**src/rtl/gradient_delta_pixel_reconstruct_assert.svh**
```systemverilog
// Assertion macros shared by the pixel reconstruction RTL.
`ifndef GRADIENT_DELTA_PIXEL_RECONSTRUCT_ASSERT_SVH
`define GRADIENT_DELTA_PIXEL_RECONSTRUCT_ASSERT_SVH

// The consequent must hold in the same cycle as the antecedent.
`define GDPR_ASSERT_NOW(lbl, clk, rst_n, ante, cons) \
	lbl: assert property (@(posedge clk) disable iff (!rst_n) (ante) |-> (cons)) \
		else $error("gdpr assertion failed");

// The consequent must hold in the cycle after the antecedent.
`define GDPR_ASSERT_NEXT(lbl, clk, rst_n, ante, cons) \
	lbl: assert property (@(posedge clk) disable iff (!rst_n) (ante) |=> (cons)) \
		else $error("gdpr assertion failed");

`endif

```
**src/rtl/gdpr_pkg.sv**
```systemverilog
// Types, constants and the edge predictor shared by the pixel reconstruction block.
package gdpr_pkg;

	localparam int MAX_WIDTH  = 4096;
	localparam int MAX_HEIGHT = 65536;
	localparam int COL_W      = $clog2(MAX_WIDTH);
	localparam int WEFF_W     = COL_W + 1;
	localparam int ROW_W      = 16;
	localparam int FW_W       = 13;
	localparam int FH_W       = 17;
	localparam int DATA_W     = 32;
	localparam int ADDR_W     = 5;
	localparam int IDX_W      = 3;

	// Register indexes on the configuration port.
	localparam logic [IDX_W-1:0] REG_ADD_DELTA    = 3'd0;
	localparam logic [IDX_W-1:0] REG_USE_GRADIENT = 3'd1;
	localparam logic [IDX_W-1:0] REG_LOW_ABSENT   = 3'd2;
	localparam logic [IDX_W-1:0] REG_FRAME_WIDTH  = 3'd3;
	localparam logic [IDX_W-1:0] REG_FRAME_HEIGHT = 3'd4;

	typedef struct packed {
		logic [7:0]  high_residual;
		logic [7:0]  low_byte;
		logic [15:0] delta_pixel;
	} in_t;

	typedef struct packed {
		logic [15:0] pixel_value;
		logic        frame_last;
	} out_t;

	typedef struct packed {
		logic            add_delta;
		logic            use_gradient;
		logic            low_absent;
		logic [FW_W-1:0] frame_width;
		logic [FH_W-1:0] frame_height;
	} cfg_t;

	// Position of the pixel being accepted and what it implies.
	typedef struct packed {
		logic [COL_W-1:0] col;
		logic [ROW_W-1:0] row;
		logic             pred_en;
		logic             last;
	} pos_t;

	// Median edge predictor on rebuilt high bytes, wrapping modulo 256.
	function automatic logic [7:0] med_predict(logic [7:0] n, logic [7:0] w, logic [7:0] nw);
		logic [7:0] lo;
		logic [7:0] hi;
		lo = (n < w) ? n : w;
		hi = (n < w) ? w : n;
		if (nw >= hi) begin
			return lo;
		end else if (nw <= lo) begin
			return hi;
		end else begin
			return 8'(n + w - nw);
		end
	endfunction

endpackage

```
**src/rtl/gdpr_regs.sv**
```systemverilog
// Configuration register file behind the APB-style port.
module gdpr_regs import gdpr_pkg::*; (
	input  logic              clk,
	input  logic              arst_n,
	input  logic              psel,
	input  logic              penable,
	input  logic              pwrite,
	input  logic [ADDR_W-1:0] paddr,
	input  logic [DATA_W-1:0] pwdata,
	output logic [DATA_W-1:0] prdata,
	output logic              pready,
	output cfg_t              cfg
);

	logic [IDX_W-1:0] idx;
	logic             wr_en;
	cfg_t             cfg_q;

	assign idx    = paddr[ADDR_W-1:2];
	assign wr_en  = psel && penable && pwrite;
	assign pready = 1'b1;
	assign cfg    = cfg_q;

	// Register writes complete in the access cycle.
	always_ff @(posedge clk or negedge arst_n) begin
		if (!arst_n) begin
			cfg_q.add_delta    <= 1'b0;
			cfg_q.use_gradient <= 1'b0;
			cfg_q.low_absent   <= 1'b0;
			cfg_q.frame_width  <= FW_W'(1);
			cfg_q.frame_height <= FH_W'(1);
		end else if (wr_en) begin
			unique case (idx)
				REG_ADD_DELTA:    cfg_q.add_delta    <= pwdata[0];
				REG_USE_GRADIENT: cfg_q.use_gradient <= pwdata[0];
				REG_LOW_ABSENT:   cfg_q.low_absent   <= pwdata[0];
				REG_FRAME_WIDTH:  cfg_q.frame_width  <= pwdata[FW_W-1:0];
				REG_FRAME_HEIGHT: cfg_q.frame_height <= pwdata[FH_W-1:0];
				default: ;
			endcase
		end
	end

	// Read data returns the addressed register, zero elsewhere.
	always_comb begin
		unique case (idx)
			REG_ADD_DELTA:    prdata = DATA_W'(cfg_q.add_delta);
			REG_USE_GRADIENT: prdata = DATA_W'(cfg_q.use_gradient);
			REG_LOW_ABSENT:   prdata = DATA_W'(cfg_q.low_absent);
			REG_FRAME_WIDTH:  prdata = DATA_W'(cfg_q.frame_width);
			REG_FRAME_HEIGHT: prdata = DATA_W'(cfg_q.frame_height);
			default:          prdata = '0;
		endcase
	end

endmodule

```
**config.mk**
```make
export PLATFORM = sky130hd
export DESIGN_NAME = gdpr_regs
export DESIGN_NICKNAME = d
export VERILOG_FILES = /design/src/rtl/gradient_delta_pixel_reconstruct_assert.svh /design/src/rtl/gdpr_pkg.sv /design/src/rtl/gdpr_regs.sv
export SDC_FILE = /design/constraint.sdc
export NUM_CORES = 1
export LEC_CHECK = 0
export BUFFER_PORTS_ARGS = -buffer_cell sky130_fd_sc_hd__buf_2
export CORE_MARGIN = 5
export CORE_UTILIZATION = 40
export CTS_CLUSTER_DIAMETER = 60
export DETAILED_ROUTE_END_ITERATION = 8
export PLACE_DENSITY = 0.83
export RECOVER_POWER = 50
export SLEW_MARGIN = 20
export SYNTH_ARGS = -nofsm -noshare
export SYNTH_HDL_FRONTEND = slang
export SYNTH_SLANG_ARGS = --single-unit
export TNS_END_PERCENT = 10
```
**constraint.sdc**
```tcl
create_clock -name clk -period 1.05 [get_ports clk]
set_input_delay 0.0525 -clock clk [delete_from_list [all_inputs] [get_ports clk]]
set_output_delay 0.0525 -clock clk [all_outputs]
set_load 0.01 [all_outputs]
```
* Yosys cells after proc, flatten, opt, wreduce, memory -nomap -nowiden
Index checks and enable logic that the tools add are counted.
** Operators by class
- Reductions and logical operators :: 8
- Equality and inequality tests :: 4
- Multiplexer cells :: 1
** Operators with widths (count)
- 17-bit case mux with 5 select lines :: 1
- 2-bit AND reduction :: 5
- 3-bit by 2-bit == test with 1-bit output, second input constant :: 2
- 3-bit by 1-bit == test with 1-bit output, second input constant :: 1
- 3-bit == test, second input constant :: 1
- 3-bit logical NOT :: 1
- 1-bit logical AND :: 2
** Storage, ports and cells
- Input bits :: 42
- Bits in registers :: 33
- Output and inout port bits :: 66
- Word-level logic and storage cells :: 18

* Longest topological paths before layout
- Word-level depth :: 3
- Depth in mapped cells :: 6
- Mapped depth without buffers :: 3

* Worst setup path after synthesis
No wires, ideal clock.
- Path type :: input to register
- Start point :: in paddr[3]
- End point :: reg cfg_q (netlist bit cfg[10])
- Slack :: -0.412 ns
- Data required time :: 0.923 ns
- Stages on the path :: 6
- Arrival :: 1.334 ns
- Cells stage by stage :: buf_2 nor3b_4 and4_1 buf_4 buf_6 mux2_1
** On the way
- Word-level cells in the longest chain between the ends :: 2
** RTL lines
- from (decl) :: line gdpr_regs.sv:8 : input logic [ADDR_W-1:0] paddr,
- 3-bit == test :: line gdpr_regs.sv:33 : unique case (idx)
- 2-bit AND reduction (no source line)
- to (decl) :: line gdpr_regs.sv:17 : cfg_t cfg_q;
Every way passes these cells.
A chain may end at the register's enable or synchronous reset.

* Worst setup path after layout
- Start point :: reg cfg_q (netlist bit cfg[17])
- End point :: out prdata[0]
** On the way
- Word-level cells in the longest chain between the ends :: 1
** RTL lines
- 17-bit case mux with 5 select lines :: line gdpr_regs.sv:46 : unique case (idx)
- to (decl) :: line gdpr_regs.sv:10 : output logic [DATA_W-1:0] prdata,
Every way passes these cells.

==> results.py <==
metrics = {
    "run_status": {
        "outcome": "finished with violations",
        "failed_checks": "negative setup slack",
    },
    "logic_synthesis": {
        "synth-seq-cells": 33,
        "seq_area_frac_synth": 0.512,
        "yosys.area_share.simple": 0.0689,
        "synth_compound_area_frac": 0.0704,
        "ys_types": 21,
        "synth_cells": 120,
        "synthXorXnorAreaFrac": 0,
        "syn_area_mm2": 0.00162,
        "synth_top_family_by_area": "multiplexers",
        "synthAdderAreaFrac": 0,
        "synth_mux_area_frac": 0.242,
        "synth_warnings": 0,
        "postSynthAreaPerCell_um2": 13.5,
    },
    "timing": {
        "fmax_ghz": 0.729,
        "setup_viol": 14,
        "slew_violations": 0,
        "setup_slack_ps": -321,
        "whs_ps": 12.2,
        "finClkSkew_ps": 0,
        "fin_crit_ps": 1370,
        "tns_ps": -505,
        "period_share": 1.31,
        "rsz0062_at_grt": "true",
        "hold_viol_final": 0,
    },
    "final_layout": {
        "largest_reg_flops": 33,
        "final_cells": 257,
        "synthToLayoutAreaGrowth_pct": 36.1,
        "drive_gt1_frac": 0.541,
        "n_antenna_cell": 0,
        "nNetsFinal": 249,
    },
    "clock_tree": {
        "cts_made_buffers": 5,
        "cts_sinks": 33,
        "tritoncts": "yes",
        "ctsHtreeMaxLevel": 2,
        "post-cts-setup-buffer-count": 0,
        "cts_root_buf": "clkbuf_8",
        "clk-insertion-delay-late_ps": 280,
        "clk_pin_slew_worst_paths_ps": 60,
        "clock_path_buffers": 2,
    },
    "setup_path": {
        "crit_required_ps": 1000,
        "worst_setup_path_end_kind": "output port",
        "critical_path_class": "reg -> out",
        "critPathArrivalTime_ps": 1320,
        "crit_chain": "mux2i_1 > nor3b_1 > a211o_1 > buf_2",
        "cp_top_family": "flip-flops",
        "crit_path_start_kind": "register",
        "crit_fanout": 2,
        "slowest_delay_ps": 530,
        "ff2ff_path_depth": 2,
        "cp_num_cells": 4,
        "slowest_stage": "dfstp_2",
        "crit_buf_inv": 1,
    },
    "placed_design": {
        "placedCellCount": 246,
        "dpl.hpwl_mm": 2.87,
        "place_congestion": 0.814,
        "dp_slack_ps": -234,
        "portBuffers": 74,
    },
    "pwr": {
        "pwr_density_cell_mw_per_mm2": 1640,
        "power.total_mw": 3.62,
        "leakage_nw": 1.15,
        "ir_drop_mv": 1.02,
    },
    "route": {
        "route.detailed.drc": 0,
        "vias": 1250,
        "wl_per_cell_um": 15.2,
        "wl_mm": 3.90,
        "ant_nets": 0,
        "vias_per_cell": 4.86,
        "drtPass1Iterations": 4,
        "drt_iter0_markers": 20,
    },
    "floorplan": {
        "dieWidth_um": 73.6,
        "core_area_mm2": 0.00397,
        "initial_core_util": 0.407,
        "die_area_mm2": 0.00541,
        "die_h_um": 73.6,
        "io_pins": 108,
        "row_count": 23,
    },
    "global_routing": {
        "grt-ovfl-total": 0,
        "grt_max_degree": 18,
        "grtUsageTotal": 0.158,
        "grt_pass1_wl_mm": 6.40,
        "grt_pass1_vias": 1326,
        "antenna_found_initial": 0,
    },
    "run": {
        "cap_violations": 0,
    },
    "worst_hold_path": {
        "whs_path_depth": 2,
        "hp-class": "in -> reg",
    },
}
[cells in the mapped netlist]
cell type,count,area share
dfstp_2,2,0.033
nor4_1,1,0.0039
a22o_1,12,0.065
mux2_2,23,0.16
buf_4,18,0.084
and3b_1,1,0.0054
buf_2,2,0.0062
a211o_1,1,0.0054
buf_6,1,0.0070
and4_1,2,0.011
dfrtp_1,31,0.48
mux2_1,10,0.070
and2_1,4,0.015
nor3b_1,1,0.0046
conb_1,2,0.0046
mux2i_1,2,0.012
nor3_1,1,0.0031
nand3_1,1,0.0031
nor3b_4,1,0.012
nor4b_1,2,0.011
clkbuf_1,2,0.0046
[layout by cell type (no fill, tap or decap), types with 2 or more instances in the layout]
master and n:
buf_12 2, conb_1 16, mux2_4 10, and2_1 4, buf_6 2, mux2i_1 2, dlygate4sd3_1 4, clkbuf_8 6
buf_2 60, and4_1 2, a22o_1 12, mux2_1 2, dfrtp_1 31, mux2_2 21, nor4b_1 2, clkbuf_1 14
buf_4 6, dfstp_2 2
[per-layer routing]
layer,routed length [um],track usage
met2,1780,0.242
met3,370,0.0465
met4,39,0.0624
met1,1710,0.210
met5,0,0
[where the power goes]
part           leakage [nW]  internal [mW]  switching, mW
clock                0.0443          0.519          0.410
sequential            0.417           1.53          0.191
combinational         0.692          0.516          0.449
[logic make-up after synthesis]
group	after synthesis
compound gates	13
simple gates	14
mux	35
buf+inv	23
flops	33
other cells	2
[per-stage QoR]
stage / util / instance area [um^2]
global placement: 0.525 / 2080
detailed placement: 0.525 / 2080
global route: 0.554 / 2200
floorplan: - / 1720
CTS: 0.555 / 2210
finish: 0.554 / 2200
[path summary, 6_finish.rpt]
| path | to | slack (ps) | startpoint |
|---|---|---|---|
| max reg2reg | cfg[31] | 160 | cfg[31] |
| max in group asynchronous | cfg[27] | 220 | arst_n |
| min in group asynchronous | cfg[14] | 230 | arst_n |
| min | cfg[13] | 10 | pwdata[13] |
| min reg2reg | cfg[30] | 530 | cfg[30] |
| max | prdata[0] | -320 | cfg[17] |
[area by class of cell]
class	instances	area (um^2)
Fill cell	337	1770
Timing Repair Buffer	89	509
Tap cell	50	62.6
Clock buffer	7	86.3
Sequential cell	33	828
Multi-Input combinational cell	78	714
[timing repair]
item	in CTS	in global routing
resized for setup	1	1
hold buffers	3	1
setup endpoints to repair	14	15
hold endpoints to repair	20	1
pin swaps	3	2
(Power assumes the default switching activity.)
