File: config.mk
export PLATFORM = sky130hd
export DESIGN_NAME = gdpr_position
export DESIGN_NICKNAME = d
export VERILOG_FILES = /design/src/rtl/gradient_delta_pixel_reconstruct_assert.svh /design/src/rtl/gdpr_pkg.sv /design/src/rtl/gdpr_position.sv
export SDC_FILE = /design/constraint.sdc
export NUM_CORES = 1
export LEC_CHECK = 0
export BUFFER_PORTS_ARGS = -buffer_cell sky130_fd_sc_hd__buf_2
export CAP_MARGIN = 20
export CORE_MARGIN = 2
export CORE_UTILIZATION = 45
export CTS_CLUSTER_DIAMETER = 40
export CTS_CLUSTER_SIZE = 28
export DETAILED_ROUTE_END_ITERATION = 7
export PLACE_DENSITY = 0.7
export SYNTH_ARGS = -nofsm -noshare
export SYNTH_HDL_FRONTEND = slang
export SYNTH_SLANG_ARGS = --single-unit
export TNS_END_PERCENT = 10
File: constraint.sdc
create_clock -name clk -period 4 [get_ports clk]
set_clock_uncertainty 0.05 [all_clocks]
set_input_delay 0.8 -clock clk [delete_from_list [all_inputs] [get_ports clk]]
set_output_delay 0.8 -clock clk [all_outputs]
set_load 0.02 [all_outputs]
File: src/rtl/gradient_delta_pixel_reconstruct_assert.svh
// Assertion macros shared by the pixel reconstruction RTL.
`ifndef GRADIENT_DELTA_PIXEL_RECONSTRUCT_ASSERT_SVH
`define GRADIENT_DELTA_PIXEL_RECONSTRUCT_ASSERT_SVH

// The consequent must hold in the same cycle as the antecedent.
`define GDPR_ASSERT_NOW(lbl, clk, rst_n, ante, cons) \
	lbl: assert property (@(posedge clk) disable iff (!rst_n) (ante) |-> (cons)) \
		else $error("gdpr assertion failed");

// The consequent must hold in the cycle after the antecedent.
`define GDPR_ASSERT_NEXT(lbl, clk, rst_n, ante, cons) \
	lbl: assert property (@(posedge clk) disable iff (!rst_n) (ante) |=> (cons)) \
		else $error("gdpr assertion failed");

`endif

File: src/rtl/gdpr_pkg.sv
// Types, constants and the edge predictor shared by the pixel reconstruction block.
package gdpr_pkg;

	localparam int MAX_WIDTH  = 4096;
	localparam int MAX_HEIGHT = 65536;
	localparam int COL_W      = $clog2(MAX_WIDTH);
	localparam int WEFF_W     = COL_W + 1;
	localparam int ROW_W      = 16;
	localparam int FW_W       = 13;
	localparam int FH_W       = 17;
	localparam int DATA_W     = 32;
	localparam int ADDR_W     = 5;
	localparam int IDX_W      = 3;

	// Register indexes on the configuration port.
	localparam logic [IDX_W-1:0] REG_ADD_DELTA    = 3'd0;
	localparam logic [IDX_W-1:0] REG_USE_GRADIENT = 3'd1;
	localparam logic [IDX_W-1:0] REG_LOW_ABSENT   = 3'd2;
	localparam logic [IDX_W-1:0] REG_FRAME_WIDTH  = 3'd3;
	localparam logic [IDX_W-1:0] REG_FRAME_HEIGHT = 3'd4;

	typedef struct packed {
		logic [7:0]  high_residual;
		logic [7:0]  low_byte;
		logic [15:0] delta_pixel;
	} in_t;

	typedef struct packed {
		logic [15:0] pixel_value;
		logic        frame_last;
	} out_t;

	typedef struct packed {
		logic            add_delta;
		logic            use_gradient;
		logic            low_absent;
		logic [FW_W-1:0] frame_width;
		logic [FH_W-1:0] frame_height;
	} cfg_t;

	// Position of the pixel being accepted and what it implies.
	typedef struct packed {
		logic [COL_W-1:0] col;
		logic [ROW_W-1:0] row;
		logic             pred_en;
		logic             last;
	} pos_t;

	// Median edge predictor on rebuilt high bytes, wrapping modulo 256.
	function automatic logic [7:0] med_predict(logic [7:0] n, logic [7:0] w, logic [7:0] nw);
		logic [7:0] lo;
		logic [7:0] hi;
		lo = (n < w) ? n : w;
		hi = (n < w) ? w : n;
		if (nw >= hi) begin
			return lo;
		end else if (nw <= lo) begin
			return hi;
		end else begin
			return 8'(n + w - nw);
		end
	endfunction

endpackage

File: src/rtl/gdpr_position.sv
// Raster position counters with row and frame end detection.
module gdpr_position import gdpr_pkg::*; (
	input  logic clk,
	input  logic arst_n,
	input  cfg_t cfg,
	input  logic adv,
	output pos_t pos
);

	logic [COL_W-1:0]  col_q;
	logic [ROW_W-1:0]  row_q;
	logic [WEFF_W-1:0] w_eff;
	logic [FH_W-1:0]   h_eff;
	logic              row_end;
	logic              frame_end;

	// Clamp the frame size to the supported range.
	always_comb begin
		if (cfg.frame_width == '0) begin
			w_eff = WEFF_W'(1);
		end else if (32'(cfg.frame_width) > MAX_WIDTH) begin
			w_eff = WEFF_W'(MAX_WIDTH);
		end else begin
			w_eff = WEFF_W'(cfg.frame_width);
		end
		if (cfg.frame_height == '0) begin
			h_eff = FH_W'(1);
		end else if (32'(cfg.frame_height) > MAX_HEIGHT) begin
			h_eff = FH_W'(MAX_HEIGHT);
		end else begin
			h_eff = cfg.frame_height;
		end
	end

	assign row_end   = ({1'b0, col_q} + WEFF_W'(1)) >= w_eff;
	assign frame_end = row_end && (({1'b0, row_q} + FH_W'(1)) >= h_eff);

	assign pos.col     = col_q;
	assign pos.row     = row_q;
	assign pos.last    = frame_end;
	assign pos.pred_en = cfg.use_gradient &&
		((row_q >= ROW_W'(2)) || ((row_q == ROW_W'(1)) && (col_q != '0)));

	// Step the position once per accepted pixel.
	always_ff @(posedge clk or negedge arst_n) begin
		if (!arst_n) begin
			col_q <= '0;
			row_q <= '0;
		end else if (adv) begin
			if (frame_end) begin
				col_q <= '0;
				row_q <= '0;
			end else if (row_end) begin
				col_q <= '0;
				row_q <= row_q + ROW_W'(1);
			end else begin
				col_q <= col_q + COL_W'(1);
			end
		end
	end

endmodule

* Word level (Yosys, flattened, before mapping)
Cells that the tools add are included.
** Storage, ports and cells
- Register bits :: 28
- Output and inout bits :: 30
** Cells by class
- $add $sub $neg :: 4
- Reductions and logical operators :: 9
- Order comparisons :: 5
- Eq/ne operators :: 1
- Mux-type cells :: 8
** Operators by type and width (count)
- 17-bit 2-to-1 mux :: 2
- 16-bit 2-to-1 mux :: 2
- 13-bit 2-to-1 mux :: 2
- 12-bit 2-to-1 mux :: 2
- 16-bit by 1-bit adder with 17-bit output, second input constant :: 1
- 17-bit >= comparator :: 1
- 17-bit > comparator, second input constant :: 1
- 17-bit logical NOT :: 1
- 16-bit by 1-bit adder with 16-bit output, second input constant :: 1
- 16-bit by 1-bit equality test with 1-bit output, second input constant :: 1
- 16-bit by 2-bit >= comparator with 1-bit output, second input constant :: 1
- 12-bit by 1-bit adder with 13-bit output, second input constant :: 1
- 13-bit >= comparator :: 1
- 13-bit > comparator, second input constant :: 1
- 13-bit logical NOT :: 1
- 12-bit by 1-bit adder with 12-bit output, second input constant :: 1
- 12-bit nonzero test :: 1
- 1-bit logical AND :: 3
- 2-bit AND reduction :: 1
- 2-bit nonzero test :: 1
- 1-bit logical OR :: 1

* Longest topological paths before layout
Gate-level depths: netlist (run 1).
- Word-level depth :: 7
- Gate-level depth with buffers :: 15
- Depth with buffers taken out :: 13

* Worst setup path before layout (run 1)
Ideal clock, no wire load.
- Kind :: flip-flop to output port
- From :: register row_q[4]
- To :: output pos[0] (netlist name)
- Stages on the path, launching flop included :: 16
- Arrival time :: 3003 ps
- Slack :: 147 ps
- Cells stage by stage :: dfrtp_1 > buf_2 > nand4_1 > or2_1 > buf_2 > nor2_4 > and3_1 > xnor2_1 > inv_1 > ha_1 > nand2_1 > o21ai_0 > a211oi_1 > o31ai_2 > o31a_2 > buf_4
** Between the ends
- Word-level cells in the longest chain between the ends :: 3
** RTL lines
- start: declaration :: line gdpr_position.sv:11 : logic [ROW_W-1:0] row_q;
- start signal: assignment :: line gdpr_position.sv:55 : row_q <= row_q + ROW_W'(1);
- 16-bit by 1-bit adder with 17-bit output :: line gdpr_position.sv:36 : assign frame_end = row_end && (({1'b0, row_q} + FH_W'(1)) >= h_eff);
- 17-bit >= comparator :: line gdpr_position.sv:36
- 1-bit logical AND :: line gdpr_position.sv:36
- end: declaration :: line gdpr_position.sv:7 : output pos_t pos
No other way between the ends.

==> results of run 1 <==
==> worst paths after layout <==
kind,end,cells after the start,from
worst max-delay path,pos[0],12,cfg[0]
worst min-delay path,row_q[1]$_DFFE_PN0P_,1,arst_n
worst max register to register,row_q[4]$_DFFE_PN0P_,14,row_q[7]$_DFFE_PN0P_
worst min register to register,row_q[15]$_DFFE_PN0P_,2,row_q[15]$_DFFE_PN0P_
max in group asynchronous,col_q[2]$_DFFE_PN0P_,1,arst_n
min in group clk,row_q[15]$_DFFE_PN0P_,2,row_q[15]$_DFFE_PN0P_
==> layout by cell type, fill, tap and decap left out, types with 2 or more instances in the layout <==
cell type  Yosys  layout
a211oi_2       1       3
a21o_1         2       2
a21oi_1       12      10
a22o_1        10      10
and3_1         5       5
buf_2          2      58
buf_4          3      24
buf_6          1       5
clkbuf_8       0       3
dfrtp_1       28      27
ha_1          35      29
ha_4           0       5
inv_1         22      22
nand2_1       48      42
nand2_2        0       6
nand2b_1      11      11
nand3_1       15      14
nand4_1        9       9
nor2_1        10      10
nor2b_1        3       3
nor3_1         8       7
nor3b_2        1       2
nor4_1        13       9
nor4_4         0       3
o21ai_0       16      15
o21ai_1        2       2
o21bai_1       3       3
o31ai_1        3       2
or2_2          2       2
xnor2_1       15      14
xor2_1         8       8
==> area by class of cell <==
cell class / instances / area share, %
Clock buffer: 3 / 1.22
Inverter: 22 / 2.44
Multi-Input combinational cell: 251 / 57.0
Sequential cell: 28 / 20.7
Tap cell: 72 / 2.66
Timing Repair Buffer: 88 / 16.0
==> cell families (layout without fill, tap and decap cells) <==
| group | after synthesis | count (layout) | share of synthesized area, % |
|---|---|---|---|
| simple gates | 132 | 133 | 26.4 |
| buf+inv | 31 | 113 | 5.38 |
| flops | 28 | 28 | 27.4 |
| fa+ha+maj | 35 | 35 | 17.1 |
| mux | 1 | 1 | 0.391 |
| compound gates | 59 | 59 | 15.4 |
| xor+xnor | 23 | 23 | 7.87 |
==> power breakdown <==
group,switching (uW),leakage (uW),total [uW],internal (uW)
logic,382,0.00127,656,274
clock network,84.9,0.0000216,152,67.6
registers,76.9,0.000373,412,335
==> stage by stage <==
stage | TNS [ns] | cells
6_report | 0 | 464
5_1_grt | -0.100 | 464
4_1_cts | 0 | 458
3_5_place_dp | -0.131 | 453
3_3_place_gp | -0.0358 | 453
2_1_floorplan | 0 | 309
==> sequential cells by signal, indices dropped and copies added (netlist names) <==
name and cells:
row_q 16, col_q 12
==> Yosys cell counts (3+ instances only) <==
cell type,n
nand2_1,48
buf_4,3
ha_1,35
nand4_1,9
nor2_1,10
nand3_1,15
a21oi_1,12
and3_1,5
o31ai_1,3
nor3_1,8
clkbuf_1,3
o21ai_0,16
dfrtp_1,28
xor2_1,8
a22o_1,10
inv_1,22
nor2b_1,3
nand2b_1,11
nor4_1,13
xnor2_1,15
o21bai_1,3
==> per-layer routing <==
| layer | part of all wire, % | track usage [%] | vias to the layer above |
|---|---|---|---|
| met5 | 0 | 0 | - |
| met2 | 51 | 39.0 | 93 |
| met1 | 42 | 25.8 | 1253 |
| met4 | 1.7 | 6.38 | 0 |
| met3 | 4.9 | 2.04 | 10 |
| li1 | - | - | 1277 |
==> critical path: stages <==
cell and delay [ns]:
buf_2 0.12, nor4_4 0.30, nand4_1 0.22, nand2_2 0.18
nand2_2 0.09, ha_4 0.22, and4_1 0.23, nor3b_2 0.18
a211oi_2 0.34, o31ai_4 0.15, o31a_2 0.15, buf_6 0.13
==> timing repair <==
action	4_1_cts	5_1_grt
cloned	1	0
resized for setup	6	40
endpoints found under the setup margin	1	1
setup buffers	1	7
pin swaps	4	23
hold endpoints to repair	0	0
==> flow_summary.json, run 1 <==
{
  "status": "completed",
  "synth_edf_count": 0,
  "rows": 27,
  "placedInstanceArea_mm2": 0.00305,
  "grt_overflow": 0,
  "design_area_mm2": 0.00339,
  "io_buffers": 63,
  "synth_area_mm2": 0.00256,
  "drt-vias-per-instance": 5.67,
  "nFillCells": 480,
  "antenna_found_initial": 0,
  "yosys.area.top_type": "dfrtp_1",
  "syn_inst": 309,
  "path_clk_slew_ns": 0.09,
  "final.min_clock_period_ns": 3.96,
  "whs_ns": 0.496,
  "cts_buffer_depth": 2,
  "yosysTopAreaCellShare_pct": 27.4,
  "cts_tree": "done",
  "yosys_warnings": 0,
  "clkSinkCount": 28,
  "vias": 2633,
  "synthArstFlopShare_pct": 100,
  "power.leakage_uw": 0.00167,
  "layout.nets": 465,
  "core-area_mm2": 0.00551,
  "crit_required_ns": 3.15,
  "drc": 0,
  "fmax_ghz": 0.252,
  "fin_util_pct": 61.6,
  "period_share_pct": 99.1,
  "boundaryPins": 66,
  "grt_use_total_pct": 21.1,
  "ctsHoldBuffers": 0,
  "layout-drive-gt1-share_pct": 33.2,
  "reg2reg_slack_ns": 0.63,
  "grt_max_degree": 29,
  "globalplace.congestion": 0.834,
  "vdd_ir_drop_max_v": 0.000273,
  "drv_slew": 0,
  "worstSetupEndpointType": "output pin",
  "finalHoldViolCount": 0,
  "cts_root_buffer": "clkbuf_8",
  "crit_type": "primary input to output pin",
  "ys_types": 45,
  "power_density_mw_per_mm2": 360,
  "cts-buffers-inserted": 3,
  "rsz0062_at_grt": "true",
  "synth.net_count": 380,
  "area_growth_pct": 32.4,
  "clkLatencyLatePin_ns": 0.27,
  "worst_slew_pin_slew_ns": 0.659,
  "antenna_cells": 0,
  "seqCellArea_um2": 702,
  "die-area_mm2": 0.00631,
  "detail-route-antenna-nets": 0,
  "dr.pass1.iters": 4,
  "die_width_um": 79.4,
  "die_y_um": 79.4,
  "power_uw": 1220,
  "ys_seq_area_share_pct": 27.4,
  "detail_route.wl_per_cell_um": 15.2,
  "arrival_ns": 3.11,
  "synth_top_flop_cell": "dfrtp_1",
  "start_util_pct": 46.5,
  "syn_avg_cell_area_um2": 8.28,
  "routed_wl_um": 7040,
  "hpwlAfterDp_um": 5120,
  "setup_ws_ns": 0.0364,
  "grt_first_pass_wirelength_um": 10700,
  "drt-initial-drc-count": 142,
  "htreeDepth": 1,
  "netlist_top_cells_area": "dfrtp_1 (27%), ha_1 (17%), nand2_1 (7.0%), xnor2_1 (5.1%), a22o_1 (3.4%)",
  "min_path_type": "primary input to asynchronous set/reset pin",
  "relSlewSlack_pct": 56.1,
  "grt_pass1_vias": 2438,
  "cp_max_fo": 4,
  "ys_ff_latch": 28,
  "multiInputGateArea_mm2": 0.00193,
  "setup_violations": 0,
  "max_cap_violations": 0,
  "dp_slack_ns": -0.131,
  "cp-start-kind": "primary input"
}
Power figures use the tool's default switching activity.
==> run 2, diff against run 1 <==
- CORE_UTILIZATION: 45 -> 54
- PLACE_DENSITY: 0.7 -> 0.81
==> run 2 against run 1 <==
Effect of this change:
- die area shrank 16%
- non-clock buffer count fell by 9
- worst hold slack lost 0.0036 ns
- critical endpoint unchanged
- largest cell class unchanged
- routed wire length shrank 8.7%
- combinational power fell by 3.0%
- sequential share of layout area is 1.7 points higher
- total power down 2.2%
- critical path type unchanged
- critical path depth increased by 1
- fmax rose by 1.2%
- global-route usage grew 3.8 points
==> flow_summary.json, run 2 (synthesized netlist as in run 1, its figures left out) <==
{
  "status": "completed",
  "r2r.worst_path.cells": 12,
  "drc": 0,
  "cts-buffers-inserted": 3,
  "drv_slew": 0,
  "r2r-end": "row_q[4]$_DFFE_PN0P_",
  "crit_required_ns": 3.15,
  "vias": 2487,
  "power_uw": 1190,
  "period_share_pct": 97.9,
  "finalHoldViolCount": 0,
  "layout_commonest_cell": "buf_2",
  "clkSinkCount": 28,
  "dr.pass1.iters": 4,
  "crit_type": "primary input to output pin",
  "vdd_ir_drop_max_v": 0.000198,
  "relSlewSlack_pct": 57.4,
  "layout.nets": 456,
  "power.leakage_uw": 0.00161,
  "clkLatencyLatePin_ns": 0.27,
  "fmax_ghz": 0.255,
  "cp_max_fo": 5,
  "worstSetupEndpointType": "output pin",
  "r2r_start": "col_q[2]$_DFFE_PN0P_",
  "globalplace.congestion": 0.926,
  "final_cell_mix": "buf_2 (63), nand2_1 (47), ha_1 (34), dfrtp_1 (28), inv_1 (22)",
  "antenna_cells": 0,
  "power_density_mw_per_mm2": 381,
  "grt_pass1_vias": 2372,
  "layout-drive-gt1-share_pct": 27.2,
  "die_y_um": 72.9,
  "path_clk_slew_ns": 0.09,
  "drt-vias-per-instance": 5.69,
  "reg2reg_slack_ns": 0.77,
  "htreeDepth": 1,
  "hpwlAfterDp_um": 5090,
  "rows": 25,
  "start_util_pct": 54.9,
  "area_growth_pct": 22.2,
  "whs_ns": 0.492,
  "cts_buffer_depth": 2,
  "core-area_mm2": 0.00466,
  "cp-start-kind": "primary input",
  "die_width_um": 72.9,
  "cts_root_buffer": "clkbuf_8",
  "grt_overflow": 0,
  "top_regs": "row_q (16), col_q (12)",
  "boundaryPins": 66,
  "arrival_ns": 3.07,
  "setup_violations": 0,
  "setup_ws_ns": 0.0843,
  "worst_slew_pin_slew_ns": 0.639,
  "min_path_type": "primary input to asynchronous set/reset pin",
  "grt_max_degree": 29,
  "max_cap_violations": 0,
  "final.min_clock_period_ns": 3.92,
  "io_buffers": 63,
  "cts_tree": "done",
  "fin_util_pct": 67.1,
  "grt_use_total_pct": 24.9,
  "detail_route.wl_per_cell_um": 14.7,
  "routed_wl_um": 6430,
  "drt-initial-drc-count": 113,
  "detail-route-antenna-nets": 0,
  "die-area_mm2": 0.00531,
  "dp_slack_ns": -0.102,
  "regMostFlops": "row_q",
  "grt_first_pass_wirelength_um": 10600,
  "largest_reg_flops": 16,
  "antenna_found_initial": 0
}
## run 2: cell types whose count changed in the layout (fill, tap and decap cells not counted), sizes merged
cell and change:
buf -9
## run 2: worst max-delay path: stages
cell	delay, ns
buf_2	0.12
nor4_4	0.30
nand4_1	0.14
buf_4	0.18
nand2_4	0.07
buf_4	0.11
nand2_1	0.05
ha_1	0.26
nand4_1	0.15
nor2b_1	0.18
o31ai_2	0.32
o31a_2	0.21
buf_2	0.16
## run 2: what timing repair did
| action | 4_1_cts | 5_1_grt |
|---|---|---|
| hold buffers | 0 | 0 |
| gates resized for setup | 2 | 12 |
| buffers inserted | 0 | 3 |
| cloned | 0 | 1 |
| endpoints found under the setup margin | 1 | 1 |
| pin swaps | 0 | 4 |
## run 2: worst max path at each step
| stage | start | end | slack [ns] | cells past startpoint |
|---|---|---|---|---|
| 3_3_place_gp | cfg[3] | pos[0] | -0.01 | 12 |
| 3_5_place_dp | cfg[3] | pos[0] | -0.10 | 12 |
| 2_1_floorplan | row_q[4]$_DFFE_PN0P_ | pos[0] | 0.15 | 15 |
| 4_1_cts | cfg[3] | pos[0] | 0.02 | 12 |
| 5_1_grt | cfg[11] | pos[0] | -0.04 | 13 |
| 6_report | cfg[3] | pos[0] | 0.08 | 13 |
## run 2: final cells by class
cell class                      instances  area, um^2
Multi-Input combinational cell        251        1800
Fill cell                             394        1530
Sequential cell                        28         701
Timing Repair Buffer                   79         435
Inverter                               22        82.6
Tap cell                               54        67.6
Clock buffer                            3        41.3
## run 2: routing by layer
layer  GRT usage [%]  up-vias  wire (um)
met3            2.21        6        242
met4            6.17        0         52
met2            44.7       71       3320
met1            32.2     1157       2820
met5               0        -          0
li1                -     1253          -
## run 2: report_power, final
part	internal (uW)	switching, uW	leakage (uW)
combinational	257	378	0.00121
clock	67.6	82.4	0.0000216
sequential	335	73.7	0.000374
## run 2: metrics by stage
stage                     cell area [um^2]  instances  setup TNS (ns)
after global placement                2990        430        -0.00965
after CTS                             3030        433               0
after detailed placement              2990        430          -0.102
final                                 3130        437               0
after floorplan                       2560        309               0
after global routing                  3130        437         -0.0354
==> run 3, diff against run 2 <==
==> constraint.sdc (replaced) <==
create_clock -name clk -period 4 [get_ports clk]
set_clock_uncertainty 0.05 [all_clocks]
set_input_delay 0.2 -clock clk [delete_from_list [all_inputs] [get_ports clk]]
set_output_delay 0.2 -clock clk [all_outputs]
set_load 0.02 [all_outputs]
==> run 3 against run 2 <==
Effect of this change:
- worst hold slack lost 0.25 ns
- global-route usage shrank 0.86 points
- final cell count fell by 2.5%
- combinational power decreased by 4.9%
- critical path type is now flop to output pin
==> flow_summary.json, run 3 (synthesized netlist as in run 1, its figures left out) <==
{
  "crit_chain": "ha_1 -> nand3_1 -> nor2_4 -> and3_1 -> xnor2_1 -> inv_1 -> ha_1 -> nand2_1 -> o21ai_0 -> a211oi_1 -> o31ai_2 -> buf_4 -> o31a_2 -> buf_2",
  "final.min_clock_period_ns": 3.72,
  "crit_buf_inv": 3,
  "worst_slew_pin_slew_ns": 0.630,
  "layout-drive-gt1-share_pct": 22.0,
  "grt_pass1_vias": 2327,
  "rows": 25,
  "nFillCells": 418,
  "wl_met2_um": 2940,
  "die_width_um": 72.9,
  "start_util_pct": 54.9,
  "fmax_ghz": 0.268,
  "relSlewSlack_pct": 58.0,
  "r2r-end": "row_q[2]$_DFFE_PN0P_",
  "min_path_type": "primary input to flop",
  "grt_first_pass_wirelength_um": 10400,
  "cpMaxStageDelayCell": "dfrtp_1",
  "globalplace.congestion": 0.829,
  "die_y_um": 72.9,
  "vias": 2436,
  "worstSetupEndpointType": "output pin",
  "setup_tns_ns": 0,
  "arrival_ns": 3.47,
  "drt-initial-drc-count": 158,
  "crit_required_ns": 3.75,
  "clkSinkCount": 28,
  "area_growth_pct": 16.7,
  "grt_use_total_pct": 24.1,
  "crit_family": "compound AO/OA/AOI/OAI gates",
  "grt_overflow": 0,
  "setup_violations": 0,
  "cts-buffers-inserted": 3,
  "die-area_mm2": 0.00531,
  "min_from": "adv",
  "holdPathEnd": "col_q[0]$_DFFE_PN0P_",
  "largest_reg_flops": 16,
  "final_cell_mix": "buf_2 (63), nand2_1 (48), ha_1 (35), dfrtp_1 (28), inv_1 (22)",
  "cts_resized": 0,
  "detail-route-antenna-nets": 0,
  "grt_max_degree": 29,
  "slowest_delay_ns": 0.51,
  "drv_slew": 0,
  "layout_commonest_cell": "buf_2",
  "boundaryPins": 66,
  "topRoutingLayerUsed": "met4",
  "io_buffers": 63,
  "cts_tree": "done",
  "htreeDepth": 1,
  "critPathMostFrequentCell": "ha_1",
  "detail_route.wl_per_cell_um": 14.1,
  "rsz0062_at_grt": "false",
  "cts_buffer_depth": 2,
  "r2r.worst_path.cells": 14,
  "top_regs": "row_q (16), col_q (12)",
  "path_clk_slew_ns": 0.09,
  "power_uw": 1200,
  "antenna_cells": 0,
  "hpwlAfterDp_um": 4890,
  "status": "completed",
  "regMostFlops": "row_q",
  "power_density_mw_per_mm2": 400,
  "reg2reg_slack_ns": 0.42,
  "dr.pass1.iters": 4,
  "drt-vias-per-instance": 5.72,
  "wl_met3_um": 226,
  "vdd_ir_drop_max_v": 0.000241,
  "r2r_start": "row_q[1]$_DFFE_PN0P_",
  "period_share_pct": 93.1,
  "drc": 0,
  "crit_type": "flop to output pin",
  "cts_root_buffer": "clkbuf_8",
  "cp_max_fo": 9,
  "cp-start-kind": "flop",
  "ctsHoldBuffers": 1,
  "power.leakage_uw": 0.00154,
  "wl_met1_um": 2770,
  "layout.nets": 444,
  "max_cap_violations": 0,
  "fin_util_pct": 64.1,
  "antenna_found_initial": 0,
  "routed_wl_um": 6020,
  "finalHoldViolCount": 0,
  "postCtsSetupBuffers": 0,
  "clkLatencyLatePin_ns": 0.27,
  "hold_depth": 2,
  "core-area_mm2": 0.00466
}
run 3: metal layers:
metal | vias to the layer above | global-route usage (%)
met3 | 8 | 0.691
met5 | - | 0
met4 | 0 | 7.61
li1 | 1228 | -
met1 | 1128 | 32.7
met2 | 72 | 41.7
run 3: worst max-delay path by stage:
stage | from | endpoint | depth (start not counted)
finish | row_q[1]$_DFFE_PN0P_ | pos[0] | 14
global route | row_q[1]$_DFFE_PN0P_ | pos[0] | 14
CTS | row_q[1]$_DFFE_PN0P_ | pos[0] | 14
detailed placement | row_q[1]$_DFFE_PN0P_ | row_q[2]$_DFFE_PN0P_ | 14
global placement | row_q[1]$_DFFE_PN0P_ | row_q[10]$_DFFE_PN0P_ | 14
floorplan | row_q[4]$_DFFE_PN0P_ | pos[0] | 15
run 3: cell type report:
cell class / count / area, um^2 / share of cell area, %
multi-input combinational: 250 / 1730 / 57.8
clock buffer: 4 / 55.1 / 1.84
sequential: 28 / 701 / 23.5
inverter: 22 / 82.6 / 2.76
timing repair buffer: 68 / 355 / 11.9
tap: 54 / 67.6 / 2.26
run 3: per-stage QoR:
step | cell area (um^2) | worst slack (ns) | cells | hold slack [ns]
CTS | 2990 | 0.269 | 426 | 0.245
detailed placement | 2920 | 0.461 | 421 | 0.204
floorplan | 2560 | 0.747 | 309 | -0.146
global route | 2990 | 0.0176 | 426 | 0.245
global placement | 2920 | 0.583 | 421 | 0.195
finish | 2990 | 0.275 | 426 | 0.246
run 3: where the power goes:
part           total [uW]  leakage [uW]  switching [uW]  internal (uW)
logic                 605       0.00114             357            248
clock network         174     0.0000288            86.3           88.1
registers             417      0.000374            82.3            334
total                1200       0.00154             526            670
